==> config.mk <==
export PLATFORM = sky130hd
export DESIGN_NAME = dgbl_blend
export DESIGN_NICKNAME = d
export VERILOG_FILES = /design/src/hdl/dgbl_pkg.sv /design/src/hdl/dgbl_blend.sv
export SDC_FILE = /design/constraint.sdc
export NUM_CORES = 2
export LEC_CHECK = 0
export BUFFER_PORTS_ARGS = -buffer_cell sky130_fd_sc_hd__buf_2
export CAP_MARGIN = 20
export CORE_ASPECT_RATIO = 1.1
export CORE_MARGIN = 2
export CORE_UTILIZATION = 55
export DETAILED_ROUTE_END_ITERATION = 8
export PLACE_DENSITY = 0.78
export SYNTH_ARGS = -nofsm -noshare
export SYNTH_HDL_FRONTEND = slang
export SYNTH_SLANG_ARGS = --single-unit
export TNS_END_PERCENT = 1
==> constraint.sdc <==
create_clock -name i_clk -period 24.4 [get_ports i_clk]
set_clock_uncertainty 0.05 [all_clocks]
set_input_delay 1.22 -clock i_clk [delete_from_list [all_inputs] [get_ports i_clk]]
set_output_delay 1.22 -clock i_clk [all_outputs]
set_load 0.005 [all_outputs]
==> src/hdl/dgbl_pkg.sv <==
// ----------------------------------------------------------------------------
// dgbl_pkg
// Shared widths, defaults and the control struct of the directivity grid
// lookup pipeline.
// ----------------------------------------------------------------------------
package dgbl_pkg;

    localparam int NUM_BANDS_DEF     = 32;
    localparam int AZIMUTH_STEPS_DEF = 72;
    localparam int POLAR_STEPS_DEF   = 37;

    localparam int FRAC_BITS  = 8;
    localparam int VALUE_BITS = 16;
    localparam int BAND_W     = 5;
    localparam int AZ_W       = 15;
    localparam int POL_W      = 14;

    // Weights run from 0 to one whole unit, so they need one bit above the fraction.
    localparam int WGT_W = FRAC_BITS + 1;
    localparam int VA_W  = VALUE_BITS + WGT_W + 2;
    localparam int ACC_W = VA_W + WGT_W + 2;

    typedef struct packed {
        logic query;
        logic ok;
        logic load;
    } t_ctl;

endpackage

==> src/hdl/dgbl_blend.sv <==
// ----------------------------------------------------------------------------
// dgbl_blend
// Polar blend of both columns, azimuth blend, then rounding half up and
// saturation into the result register.
// ----------------------------------------------------------------------------
module dgbl_blend
    import dgbl_pkg::*;
(
    input  logic                         i_clk,
    input  logic                         i_rst_n,
    input  logic                         i_en,
    input  logic                         i_valid,
    input  t_ctl                         i_ctl,
    input  logic [FRAC_BITS-1:0]         i_t,
    input  logic [WGT_W-1:0]             i_u,
    input  logic [3:0][VALUE_BITS-1:0]   i_cell,
    output logic                         o_valid,
    output logic signed [VALUE_BITS-1:0] o_value,
    output logic                         o_valid_res
);

    localparam logic [WGT_W-1:0] ONE = WGT_W'(1) << FRAC_BITS;
    localparam int               RW  = ACC_W - 2 * FRAC_BITS;
    localparam logic signed [RW-1:0] VMAX = RW'((1 << (VALUE_BITS - 1)) - 1);
    localparam logic signed [RW-1:0] VMIN = -RW'(1 << (VALUE_BITS - 1));

    logic                      r4_valid, r5_valid, r6_valid;
    t_ctl                      r4_ctl, r5_ctl;
    logic [FRAC_BITS-1:0]      r4_t;
    logic signed [VA_W-1:0]    r4_va, r4_vb;
    logic signed [ACC_W-1:0]   r5_acc;
    logic signed [VALUE_BITS-1:0] r6_value;
    logic                      r6_res;

    logic signed [WGT_W:0]     wu0, wu1, wt0, wt1;
    logic signed [ACC_W-1:0]   acc_r;
    logic signed [RW-1:0]      shifted;
    logic signed [VALUE_BITS-1:0] sat;

    always_comb begin
        wu0     = $signed({1'b0, ONE - i_u});
        wu1     = $signed({1'b0, i_u});
        wt0     = $signed({1'b0, ONE - {1'b0, r4_t}});
        wt1     = $signed({2'b0, r4_t});
        acc_r   = r5_acc + ACC_W'(1 << (2 * FRAC_BITS - 1));
        shifted = RW'(acc_r >>> (2 * FRAC_BITS));
        if (shifted > VMAX) begin
            sat = VMAX[VALUE_BITS-1:0];
        end else if (shifted < VMIN) begin
            sat = VMIN[VALUE_BITS-1:0];
        end else begin
            sat = shifted[VALUE_BITS-1:0];
        end
    end

    always_ff @(posedge i_clk) begin
        if (!i_rst_n) begin
            r4_valid <= 1'b0;
            r5_valid <= 1'b0;
            r6_valid <= 1'b0;
        end else if (i_en) begin
            r4_valid <= i_valid && i_ctl.query;
            r5_valid <= r4_valid;
            r6_valid <= r5_valid;
        end
    end

    always_ff @(posedge i_clk) begin
        if (i_en) begin
            r4_ctl <= i_ctl;
            r4_t   <= i_t;
            r4_va  <= VA_W'(wu0 * $signed(i_cell[0])) + VA_W'(wu1 * $signed(i_cell[1]));
            r4_vb  <= VA_W'(wu0 * $signed(i_cell[2])) + VA_W'(wu1 * $signed(i_cell[3]));
            r5_ctl <= r4_ctl;
            r5_acc <= ACC_W'(wt0 * r4_va) + ACC_W'(wt1 * r4_vb);
            r6_res   <= r5_ctl.ok;
            r6_value <= r5_ctl.ok ? sat : '0;
        end
    end

    assign o_valid     = r6_valid;
    assign o_value     = r6_value;
    assign o_valid_res = r6_res;

endmodule

==> results_dict.tcl <==
set metrics [dict create \
    final_common_cell "inv_1" \
    synth_cells 4506 \
    cts_tree "yes" \
    insertion_delay_ns 0.39 \
    std_cell_rows 106 \
    ys_ff_latch 107 \
    numCtsBuffers 9 \
    grt_max_degree 58 \
    period_share 0.389 \
    syn_area_per_cell_um2 9.40 \
    post_cts.repair.setup_buffers 0 \
    netlist_area_um2 42400 \
    rr_endpoint "r5_acc[21]" \
    grt_pass1_wl_mm 157 \
    ys_warn_count 0 \
    drt_pass1_iterations 8 \
    min_to "r5_ctl[1]" \
    placed_area_um2 44000 \
    min_path_type "flip-flop to flip-flop" \
    drc 0 \
    cts_resized 0 \
    vias 28700 \
    status "completed" \
    die_h_um 295 \
    cpMaxStageDelayCell "fa_1" \
    r2r-start "r4_t[0]" \
    required_ns 24.48 \
    h-tree-depth 3 \
    vias_per_cell 5.17 \
    worst_slew_pin_slew_ns 1.08 \
    cts_buffer_depth 2 \
    antenna_found_initial 1 \
    drive_gt1_frac 0.0398 \
    core_um2 76100 \
    syn_nets 5951 \
    finalHoldViolCount 0 \
    dp_worst_setup_slack_ns 14.54 \
    final_antenna_net_count 0 \
    initial_core_util 0.556 \
    wire_per_inst_um 16.5 \
    final_area_um2 44300 \
    synth_cell_types 65 \
    reg2reg_depth 27 \
    reg2reg_slack_ns 16.27 \
    die-area_um2 79200 \
    worst_hold_startpoint "r4_ctl[1]" \
    first_iter_violations 1517 \
    place.gp.congestion 0.877 \
    endpoint_kind "flip-flop" \
    crit_type "primary input to flip-flop" \
    path_delay_family "adder cells" \
    crit_top_cell "fa_1" \
    cp.arrival_ns 9.57 \
    grt_usage 0.250 \
    dp_hpwl_mm 78.4 \
    cts_hold_buffers 0 \
    rsz0062_at_grt "no" \
    cap_viol_max_count 0 \
    grt_pass1_vias 32300 \
    clk_pin_slew_ns 0.09 \
    max_freq_ghz 0.105 \
    synth.yosys.seq_area_share 0.0752 \
    maxSlewViolCount 0 \
    cts_sinks 107 \
    path_buf_inv 6 \
    wl_mm 91.6 \
    synth_ff_type "edfxtp_1" \
    grt_overflow 0 \
    nNetsFinal 5960 \
    period_needed_ns 9.49 \
    slew_headroom 0.281 \
    start_kind "primary input" \
    cts-root-buf "clkbuf_16" \
    pin_count 106 \
    final-setup-viol-count 0 \
    ys_async_sr_fraction 0 \
    area_growth_pct 4.56 \
    synth-edff-count 104 \
    min_path_cells 0 \
    port_buffers 104 \
    slowest_delay_ns 0.59 \
    tns_ns 0 \
    dieWidth_um 269 \
    fin_ws_ns 14.91 \
    final_cell_mix "inv_1, fa_1, and2_1, nand2_1, ha_1" \
    cp_max_fo 34 \
]
how the worst max path moves through the flow:
stage / startpoint / to / slack (ns) / depth (start not counted)
finish: i_u[4] / r4_va[26] / 14.91 / 28
global route: i_u[0] / r4_va[26] / 14.48 / 28
CTS: i_u[4] / r4_va[26] / 14.94 / 28
detailed placement: i_u[4] / r4_va[26] / 14.54 / 28
global placement: i_u[4] / r4_va[26] / 14.61 / 28
floorplan: i_u[0] / r4_va[25] / 15.83 / 29
final cells by class:
| cell class | count | area [um^2] |
|---|---|---|
| antenna | 1 | 2.50 |
| clock buffer | 9 | 225 |
| clock inverter | 7 | 88.8 |
| fill | 6446 | 31800 |
| inverter | 1329 | 4990 |
| multi-input combinational | 2937 | 33800 |
| sequential | 107 | 3180 |
| tap | 1026 | 1280 |
| timing repair buffer | 131 | 726 |
logic make-up after synthesis:
family                   count (synthesis)  synth area share
AO/OA/AOI/OAI                          208            0.0318
XOR/XNOR                               113            0.0234
adder cells (fa/ha/maj)               1357             0.584
buffers and inverters                 1462             0.130
flip-flops                             107            0.0752
multiplexers                             2          0.000473
AND/OR/NAND/NOR                       1257             0.155
cells in the mapped netlist (all sizes together) (3+ instances only):
| library cell | number | area (um^2) |
|---|---|---|
| nor2b | 44 | 275 |
| and4 | 4 | 35.0 |
| a21oi | 66 | 330 |
| ha | 324 | 4050 |
| and3 | 9 | 56.3 |
| nand2 | 443 | 1660 |
| nand3 | 28 | 145 |
| nand4 | 11 | 68.8 |
| a211oi | 15 | 135 |
| o22ai | 4 | 25.0 |
| o311ai | 4 | 42.6 |
| nor2 | 63 | 241 |
| nand2b | 15 | 93.8 |
| o21ai | 49 | 260 |
| o21bai | 7 | 52.6 |
| a21o | 21 | 159 |
| nor3 | 25 | 140 |
| o31ai | 4 | 35.0 |
| clkbuf | 110 | 413 |
| inv | 1329 | 4990 |
| buf | 23 | 97.6 |
| dfxtp | 3 | 60.1 |
| and2 | 594 | 3720 |
| edfxtp | 104 | 3120 |
| a211o | 5 | 45.0 |
| xnor2 | 82 | 718 |
| o211ai | 3 | 22.5 |
| a31oi | 5 | 31.3 |
| a2111oi | 4 | 36.3 |
| xor2 | 31 | 272 |
| fa | 1033 | 20700 |
| nor4 | 4 | 25.0 |
| o21a | 13 | 97.6 |
| or3 | 7 | 43.8 |
per-layer routing:
metal | vias to the layer above | part of all wire | GRT usage
li1 | 12900 | - | -
met3 | 161 | 0.061 | 0.0340
met5 | - | 0 | 0
met4 | 0 | 0.020 | 0.0607
met2 | 873 | 0.51 | 0.445
met1 | 14700 | 0.40 | 0.323
sequential cells by signal, summed over array words and instances, names as in the netlist:
signal,count
r5_ctl,1
r4_valid,1
r4_t,8
o_valid,1
r5_acc,23
r4_ctl,1
r4_vb,27
r4_va,27
o_valid_res,1
r5_valid,1
o_value,16
per-stage QoR:
stage          hold WS [ns]  cells   util
2_1_floorplan         0.350   4506      -
3_3_place_gp          0.359   5530  0.578
3_5_place_dp          0.358   5530  0.578
4_1_cts               0.381   5546  0.582
5_1_grt               0.397   5547  0.582
6_report              0.380   5547  0.582
Power is left out: the tool's default activity adds up to more than one toggle a clock period on the data nets, which glitch-free logic cannot reach.
