**config.mk**
```make
export PLATFORM = sky130hd
export DESIGN_NAME = dgbl_addr
export DESIGN_NICKNAME = d
export VERILOG_FILES = /design/src/hdl/dgbl_pkg.sv /design/src/hdl/dgbl_addr.sv
export SDC_FILE = /design/constraint.sdc
export NUM_CORES = 1
export LEC_CHECK = 0
export ABC_AREA = 1
export BUFFER_PORTS_ARGS = -buffer_cell sky130_fd_sc_hd__buf_2
export CAP_MARGIN = 20
export CELL_PAD_IN_SITES_DETAIL_PLACEMENT = 0
export CELL_PAD_IN_SITES_GLOBAL_PLACEMENT = 2
export CORE_MARGIN = 4
export CORE_UTILIZATION = 33
export CTS_CLUSTER_SIZE = 8
export DETAILED_ROUTE_END_ITERATION = 16
export PLACE_DENSITY = 0.8
export SLEW_MARGIN = 10
export SYNTH_ARGS = -nofsm -noshare
export SYNTH_HDL_FRONTEND = slang
export SYNTH_SLANG_ARGS = --single-unit
```
**constraint.sdc**
```tcl
create_clock -name i_clk -period 4 [get_ports i_clk]
set_input_delay 0.6 -clock i_clk [delete_from_list [all_inputs] [get_ports i_clk]]
set_output_delay 0.6 -clock i_clk [all_outputs]
set_load 0.01 [all_outputs]
```
**src/hdl/dgbl_pkg.sv**
```systemverilog
// ----------------------------------------------------------------------------
// dgbl_pkg
// Shared widths, defaults and the control struct of the directivity grid
// lookup pipeline.
// ----------------------------------------------------------------------------
package dgbl_pkg;

    localparam int NUM_BANDS_DEF     = 32;
    localparam int AZIMUTH_STEPS_DEF = 72;
    localparam int POLAR_STEPS_DEF   = 37;

    localparam int FRAC_BITS  = 8;
    localparam int VALUE_BITS = 16;
    localparam int BAND_W     = 5;
    localparam int AZ_W       = 15;
    localparam int POL_W      = 14;

    // Weights run from 0 to one whole unit, so they need one bit above the fraction.
    localparam int WGT_W = FRAC_BITS + 1;
    localparam int VA_W  = VALUE_BITS + WGT_W + 2;
    localparam int ACC_W = VA_W + WGT_W + 2;

    typedef struct packed {
        logic query;
        logic ok;
        logic load;
    } t_ctl;

endpackage

```
**src/hdl/dgbl_addr.sv**
```systemverilog
// ----------------------------------------------------------------------------
// dgbl_addr
// Decodes a word into neighbour indices and weights, keeps the loaded-band
// mask, then forms the four read addresses and the write address.
// ----------------------------------------------------------------------------
module dgbl_addr
    import dgbl_pkg::*;
#(
    parameter int NUM_BANDS     = NUM_BANDS_DEF,
    parameter int AZIMUTH_STEPS = AZIMUTH_STEPS_DEF,
    parameter int POLAR_STEPS   = POLAR_STEPS_DEF,
    parameter int MAW           = 17
) (
    input  logic                         i_clk,
    input  logic                         i_rst_n,
    input  logic                         i_en,
    input  logic                         i_valid,
    input  logic                         i_mode,
    input  logic [BAND_W-1:0]            i_band,
    input  logic [AZ_W-1:0]              i_azimuth,
    input  logic [POL_W-1:0]             i_polar,
    input  logic signed [VALUE_BITS-1:0] i_load_value,
    output logic                         o_valid,
    output t_ctl                         o_ctl,
    output logic [FRAC_BITS-1:0]         o_t,
    output logic [WGT_W-1:0]             o_u,
    output logic [3:0][MAW-1:0]          o_raddr,
    output logic [MAW-1:0]               o_waddr,
    output logic signed [VALUE_BITS-1:0] o_wdata
);

    localparam int AW = (AZIMUTH_STEPS > 1) ? $clog2(AZIMUTH_STEPS) : 1;
    localparam int PW = (POLAR_STEPS > 1) ? $clog2(POLAR_STEPS) : 1;
    localparam int RW = $clog2(NUM_BANDS * AZIMUTH_STEPS + 1);

    logic [AZ_W-FRAC_BITS-1:0]  a_int;
    logic [POL_W-FRAC_BITS-1:0] p_int;
    logic [AW-1:0]              a0, a1;
    logic [AW:0]                a_inc;
    logic [PW-1:0]              p0;
    logic [WGT_W-1:0]           u;
    logic                       band_ok, loaded, az_ok, pol_ok, load_ok;
    t_ctl                       ctl;
    logic [NUM_BANDS-1:0]       r_band_loaded, n_band_loaded;

    logic                       r1_valid;
    t_ctl                       r1_ctl;
    logic [RW-1:0]              r1_row0, r1_row1;
    logic [PW-1:0]              r1_p0, r1_lp;
    logic [FRAC_BITS-1:0]       r1_t;
    logic [WGT_W-1:0]           r1_u;
    logic signed [VALUE_BITS-1:0] r1_wdata;

    logic                       r2_valid;
    t_ctl                       r2_ctl;
    logic [FRAC_BITS-1:0]       r2_t;
    logic [WGT_W-1:0]           r2_u;
    logic [3:0][MAW-1:0]        r2_raddr;
    logic [MAW-1:0]             r2_waddr;
    logic signed [VALUE_BITS-1:0] r2_wdata;

    always_comb begin
        a_int   = i_azimuth[AZ_W-1:FRAC_BITS];
        p_int   = i_polar[POL_W-1:FRAC_BITS];
        band_ok = 32'(i_band) < NUM_BANDS;
        loaded  = |(r_band_loaded & (NUM_BANDS'(1) << i_band));
        az_ok   = 32'(i_azimuth) <= (AZIMUTH_STEPS << FRAC_BITS);
        pol_ok  = 32'(i_polar) <= ((POLAR_STEPS - 1) << FRAC_BITS);
        // Azimuth 360 degrees is the same column as 0.
        a0      = (32'(a_int) >= AZIMUTH_STEPS) ? '0 : AW'(32'(a_int));
        a_inc   = {1'b0, a0} + (AW+1)'(1);
        a1      = (32'(a_inc) >= AZIMUTH_STEPS) ? '0 : a_inc[AW-1:0];
        // At the top row the blend stays in the last cell with full upper weight.
        if (32'(p_int) >= POLAR_STEPS - 1) begin
            p0 = PW'(POLAR_STEPS - 2);
            u  = WGT_W'(1) << FRAC_BITS;
        end else begin
            p0 = PW'(32'(p_int));
            u  = {1'b0, i_polar[FRAC_BITS-1:0]};
        end
        load_ok = i_mode && band_ok && (32'(a_int) <= AZIMUTH_STEPS)
                  && (32'(p_int) < POLAR_STEPS);
        ctl.query = !i_mode;
        ctl.ok    = !i_mode && band_ok && loaded && az_ok && pol_ok;
        ctl.load  = load_ok;
        n_band_loaded = r_band_loaded;
        if (i_valid && i_en && load_ok) begin
            n_band_loaded = r_band_loaded | (NUM_BANDS'(1) << i_band);
        end
    end

    always_ff @(posedge i_clk) begin
        if (!i_rst_n) begin
            r_band_loaded <= '0;
            r1_valid      <= 1'b0;
            r2_valid      <= 1'b0;
        end else begin
            r_band_loaded <= n_band_loaded;
            if (i_en) begin
                r1_valid <= i_valid;
                r2_valid <= r1_valid;
            end
        end
    end

    always_ff @(posedge i_clk) begin
        if (i_en) begin
            r1_ctl   <= ctl;
            r1_row0  <= RW'(32'(i_band) * AZIMUTH_STEPS + 32'(a0));
            r1_row1  <= RW'(32'(i_band) * AZIMUTH_STEPS + 32'(a1));
            r1_p0    <= p0;
            r1_lp    <= PW'(32'(p_int));
            r1_t     <= i_azimuth[FRAC_BITS-1:0];
            r1_u     <= u;
            r1_wdata <= i_load_value;

            r2_ctl      <= r1_ctl;
            r2_t        <= r1_t;
            r2_u        <= r1_u;
            r2_raddr[0] <= MAW'(32'(r1_row0) * POLAR_STEPS + 32'(r1_p0));
            r2_raddr[1] <= MAW'(32'(r1_row0) * POLAR_STEPS + 32'(r1_p0) + 1);
            r2_raddr[2] <= MAW'(32'(r1_row1) * POLAR_STEPS + 32'(r1_p0));
            r2_raddr[3] <= MAW'(32'(r1_row1) * POLAR_STEPS + 32'(r1_p0) + 1);
            r2_waddr    <= MAW'(32'(r1_row0) * POLAR_STEPS + 32'(r1_lp));
            r2_wdata    <= r1_wdata;
        end
    end

    assign o_valid = r2_valid;
    assign o_ctl   = r2_ctl;
    assign o_t     = r2_t;
    assign o_u     = r2_u;
    assign o_raddr = r2_raddr;
    assign o_waddr = r2_waddr;
    assign o_wdata = r2_wdata;

endmodule

```
==> flow_metrics.tcl <==
set metrics [dict create \
    yosysTopAreaCellShare_pct 44.1 \
    placed_area_um2 14800 \
    grt_pass1_vias 9527 \
    synth_edf_count 193 \
    rsz0062_at_grt "yes" \
    synth_top_cell_by_area "edfxtp_1" \
    fin_crit_ns 3.81 \
    fin_nets 1788 \
    syn_nets 1543 \
    path_clk_slew_ns 0.05 \
    synth-simple-area-share_pct 19.2 \
    syn_area_um2 13100 \
    synth_seq_cells 227 \
    fp.dieArea_um2 43100 \
    hold_viol_final 0 \
    cts_buffers 35 \
    drive_gt1_share_pct 24.1 \
    synth_area_per_cell_um2 9.75 \
    routedWlPerCell_um 14.4 \
    tightest_slew_ns 1.04 \
    synth_xor_area_share_pct 4.58 \
    p_leak_nw 7.36 \
    fin_worst_skew_ns 0.0148 \
    insertion_delay_ns 0.54 \
    ir_worst_vdd_mv 0.400 \
    setup_viol 0 \
    synthAdderAreaFrac_pct 14.6 \
    areaGrowthSynthToFinish_pct 24.2 \
    max_cap_violations 0 \
    port_buffers 176 \
    start_util_pct 33.7 \
    synth_warnings 0 \
    clockBufferDepth 3 \
    synthCells 1348 \
    worstSetupPathType "reg -> reg" \
    ant_nets 0 \
    avgViaCountPerCell 4.51 \
    cts_tree "done" \
    end_kind "flip-flop" \
    hpwl_mm 23.5 \
    antenna_found_initial 3 \
    synth-compound-area-share_pct 5.11 \
    routed_wl_mm 30.7 \
    first_pass_iters 4 \
    finalPower_mw 13.6 \
    power.density_nw_per_um2 831 \
    drt_drc_violations_left 0 \
    min_path_type "in -> reg" \
    synth_top_family_by_area "simple AND/OR/NAND/NOR gates" \
    fillers 3882 \
    fp-row-count 72 \
    overflow 0 \
    synthDistinctLibCells 47 \
    drt_iter0_markers 458 \
    maxSlewViolCount 0 \
    cts_sinks 227 \
    grt_use_total_pct 14.2 \
    dieHeight_um 208 \
    clock.fmax_mhz 262 \
    fp.dieW_um 208 \
    synth-async-reset-ratio_pct 0 \
    htreeDepth 2 \
    slew_headroom_pct 30.3 \
    yosysSeqAreaShare_pct 49.3 \
    critical_path_arrival_ns 4.09 \
    cts-root-buf "clkbuf_16" \
    fin_area_um2 16300 \
    synth_ff_type "edfxtp_1" \
    vias 9608 \
    post-route-util_pct 41.8 \
    post-route-period-util_pct 95.3 \
    start_kind "flip-flop" \
    cp.required_ns 4.28 \
    synth.mux.area_fraction_pct 0 \
    path_max_fanout 4 \
    core-area_um2 39000 \
    grt_max_degree 104 \
    grt_pass1_wl_mm 50.1 \
    yosys-top-cells-area "edfxtp_1 (44%), ha_1 (11%), nand2_1 (6.6%)" \
    hold_buffers 0 \
    status "finished clean" \
    ios 177 \
    globalplace.congestion 0.790 \
]
## path summary, 6_finish.rpt
path | slack (ns) | startpoint | cells after the start | endpoint
worst max register to register | 0.19 | r1_row1[5] | 18 | o_raddr[63]
worst min register to register | 0.41 | r1_u[7] | 0 | o_u[7]
worst min-delay path | 0.25 | i_load_value[11] | 1 | r1_wdata[11]
worst max-delay path | 0.19 | r1_row1[5] | 18 | o_raddr[63]
## power breakdown
part | switching (mW) | internal [mW] | leakage (nW) | total, mW
clock network | 1.03 | 1.60 | 0.467 | 2.64
logic | 4.55 | 2.82 | 4.73 | 7.37
registers | 0.149 | 3.42 | 2.16 | 3.56
total | 5.73 | 7.84 | 7.36 | 13.6
## placed cells by master, fill, tap and decap left out, types with 6 or more instances in the layout
master and instances:
nor3_1 15, clkbuf_1 14, nand2_1 216, nand3_1 71, nor4_1 6, xnor2_1 18, nand2_2 39, nand4_1 29
o21ai_0 16, nor2_1 136, inv_2 12, buf_4 44, ha_1 98, xor2_1 39, dfxtp_1 34, fa_1 23
ha_2 6, a21oi_1 55, ha_4 13, clkbuf_16 35, buf_2 175, nor2_2 16, nand3_2 9, nor2_4 8
edfxtp_1 193, inv_1 221
## flip-flops by register name (all words and copies together) (netlist names)
register / cells
o_waddr: 17
r1_valid: 1
r1_p0: 6
o_raddr: 68
o_u: 9
r1_u: 9
o_wdata: 16
r1_row1: 12
o_ctl: 3
r_band_loaded: 32
o_valid: 1
r1_wdata: 16
r1_row0: 12
r1_t: 8
r1_lp: 6
o_t: 8
r1_ctl: 3
## Yosys cell counts, types with 2 or more instances
cell / number
clkbuf_1: 15
a221oi_1: 2
ha_1: 117
a21o_1: 3
a21oi_1: 59
nand3_2: 8
o21ai_0: 16
inv_1: 223
dfxtp_1: 34
nand2_2: 25
xnor2_1: 20
o21bai_1: 2
xor2_2: 3
nor2_4: 3
inv_2: 11
o31ai_1: 3
a211oi_1: 4
nand4_1: 29
nor4_1: 6
nand2_1: 230
nor3_1: 15
nor2_2: 10
nand3_1: 72
o21a_1: 5
edfxtp_1: 193
a31oi_1: 5
nor2_1: 147
a22oi_1: 3
fa_1: 23
xor2_1: 40
nand2_4: 3
nand3b_1: 4
## layout make-up
| type | count | area [um^2] | area share [%] |
|---|---|---|---|
| Clock inverter | 6 | 42.5 | 0.261 |
| Sequential cell | 227 | 6480 | 39.7 |
| Timing Repair Buffer | 223 | 1270 | 7.79 |
| Inverter | 235 | 885 | 5.42 |
| Clock buffer | 49 | 928 | 5.69 |
| Tap cell | 518 | 648 | 3.97 |
| Multi-Input combinational cell | 871 | 6070 | 37.2 |
| Antenna cell | 1 | 2.50 | 0.0153 |
## cell families (layout without fill, tap and decap cells)
logic type | Yosys count | after routing
adder cells (fa/ha/maj) | 140 | 140
XOR/XNOR | 64 | 64
other | 0 | 1
flip-flops | 227 | 227
buffers and inverters | 250 | 513
AND/OR/NAND/NOR | 555 | 555
AO/OA/AOI/OAI | 112 | 112
## stage by stage
step | setup TNS [ns] | hold WS [ns] | setup WS [ns] | instances
2_1_floorplan | 0 | 0.400 | 0.254 | 1348
3_3_place_gp | -0.0996 | 0.400 | -0.0890 | 2050
3_5_place_dp | -0.0505 | 0.405 | -0.0491 | 2050
4_1_cts | 0 | 0.212 | 0.0000147 | 2109
5_1_grt | -0.0615 | 0.221 | -0.0244 | 2130
6_report | 0 | 0.249 | 0.190 | 2130
## metal layers
| layer | global-route usage, % | vias up | share of wire (%) |
|---|---|---|---|
| met2 | 22.1 | 180 | 44 |
| met3 | 4.58 | 53 | 6.6 |
| li1 | - | 4955 | - |
| met1 | 19.2 | 4416 | 47 |
| met5 | 0 | - | 0.068 |
| met4 | 3.99 | 4 | 2.1 |
## what timing repair did
action	CTS	global route
setup endpoints to repair	4	19
resized for setup	6	64
buffers inserted	4	20
pin swaps	2	23
## critical path, cell delays in order, from the launching register on
cell and delay, ns:
edfxtp_1 0.43, ha_1 0.36, ha_4 0.23, ha_1 0.27
inv_1 0.05, fa_1 0.49, inv_1 0.06, ha_4 0.30
nand2_2 0.07, inv_2 0.07, a21boi_4 0.06, buf_4 0.15
o21ai_4 0.19, buf_12 0.13, xor2_4 0.21, nand2_2 0.10
nor2_4 0.13, nand3_1 0.09, xnor2_1 0.14
Power figures use the tool's default switching activity.
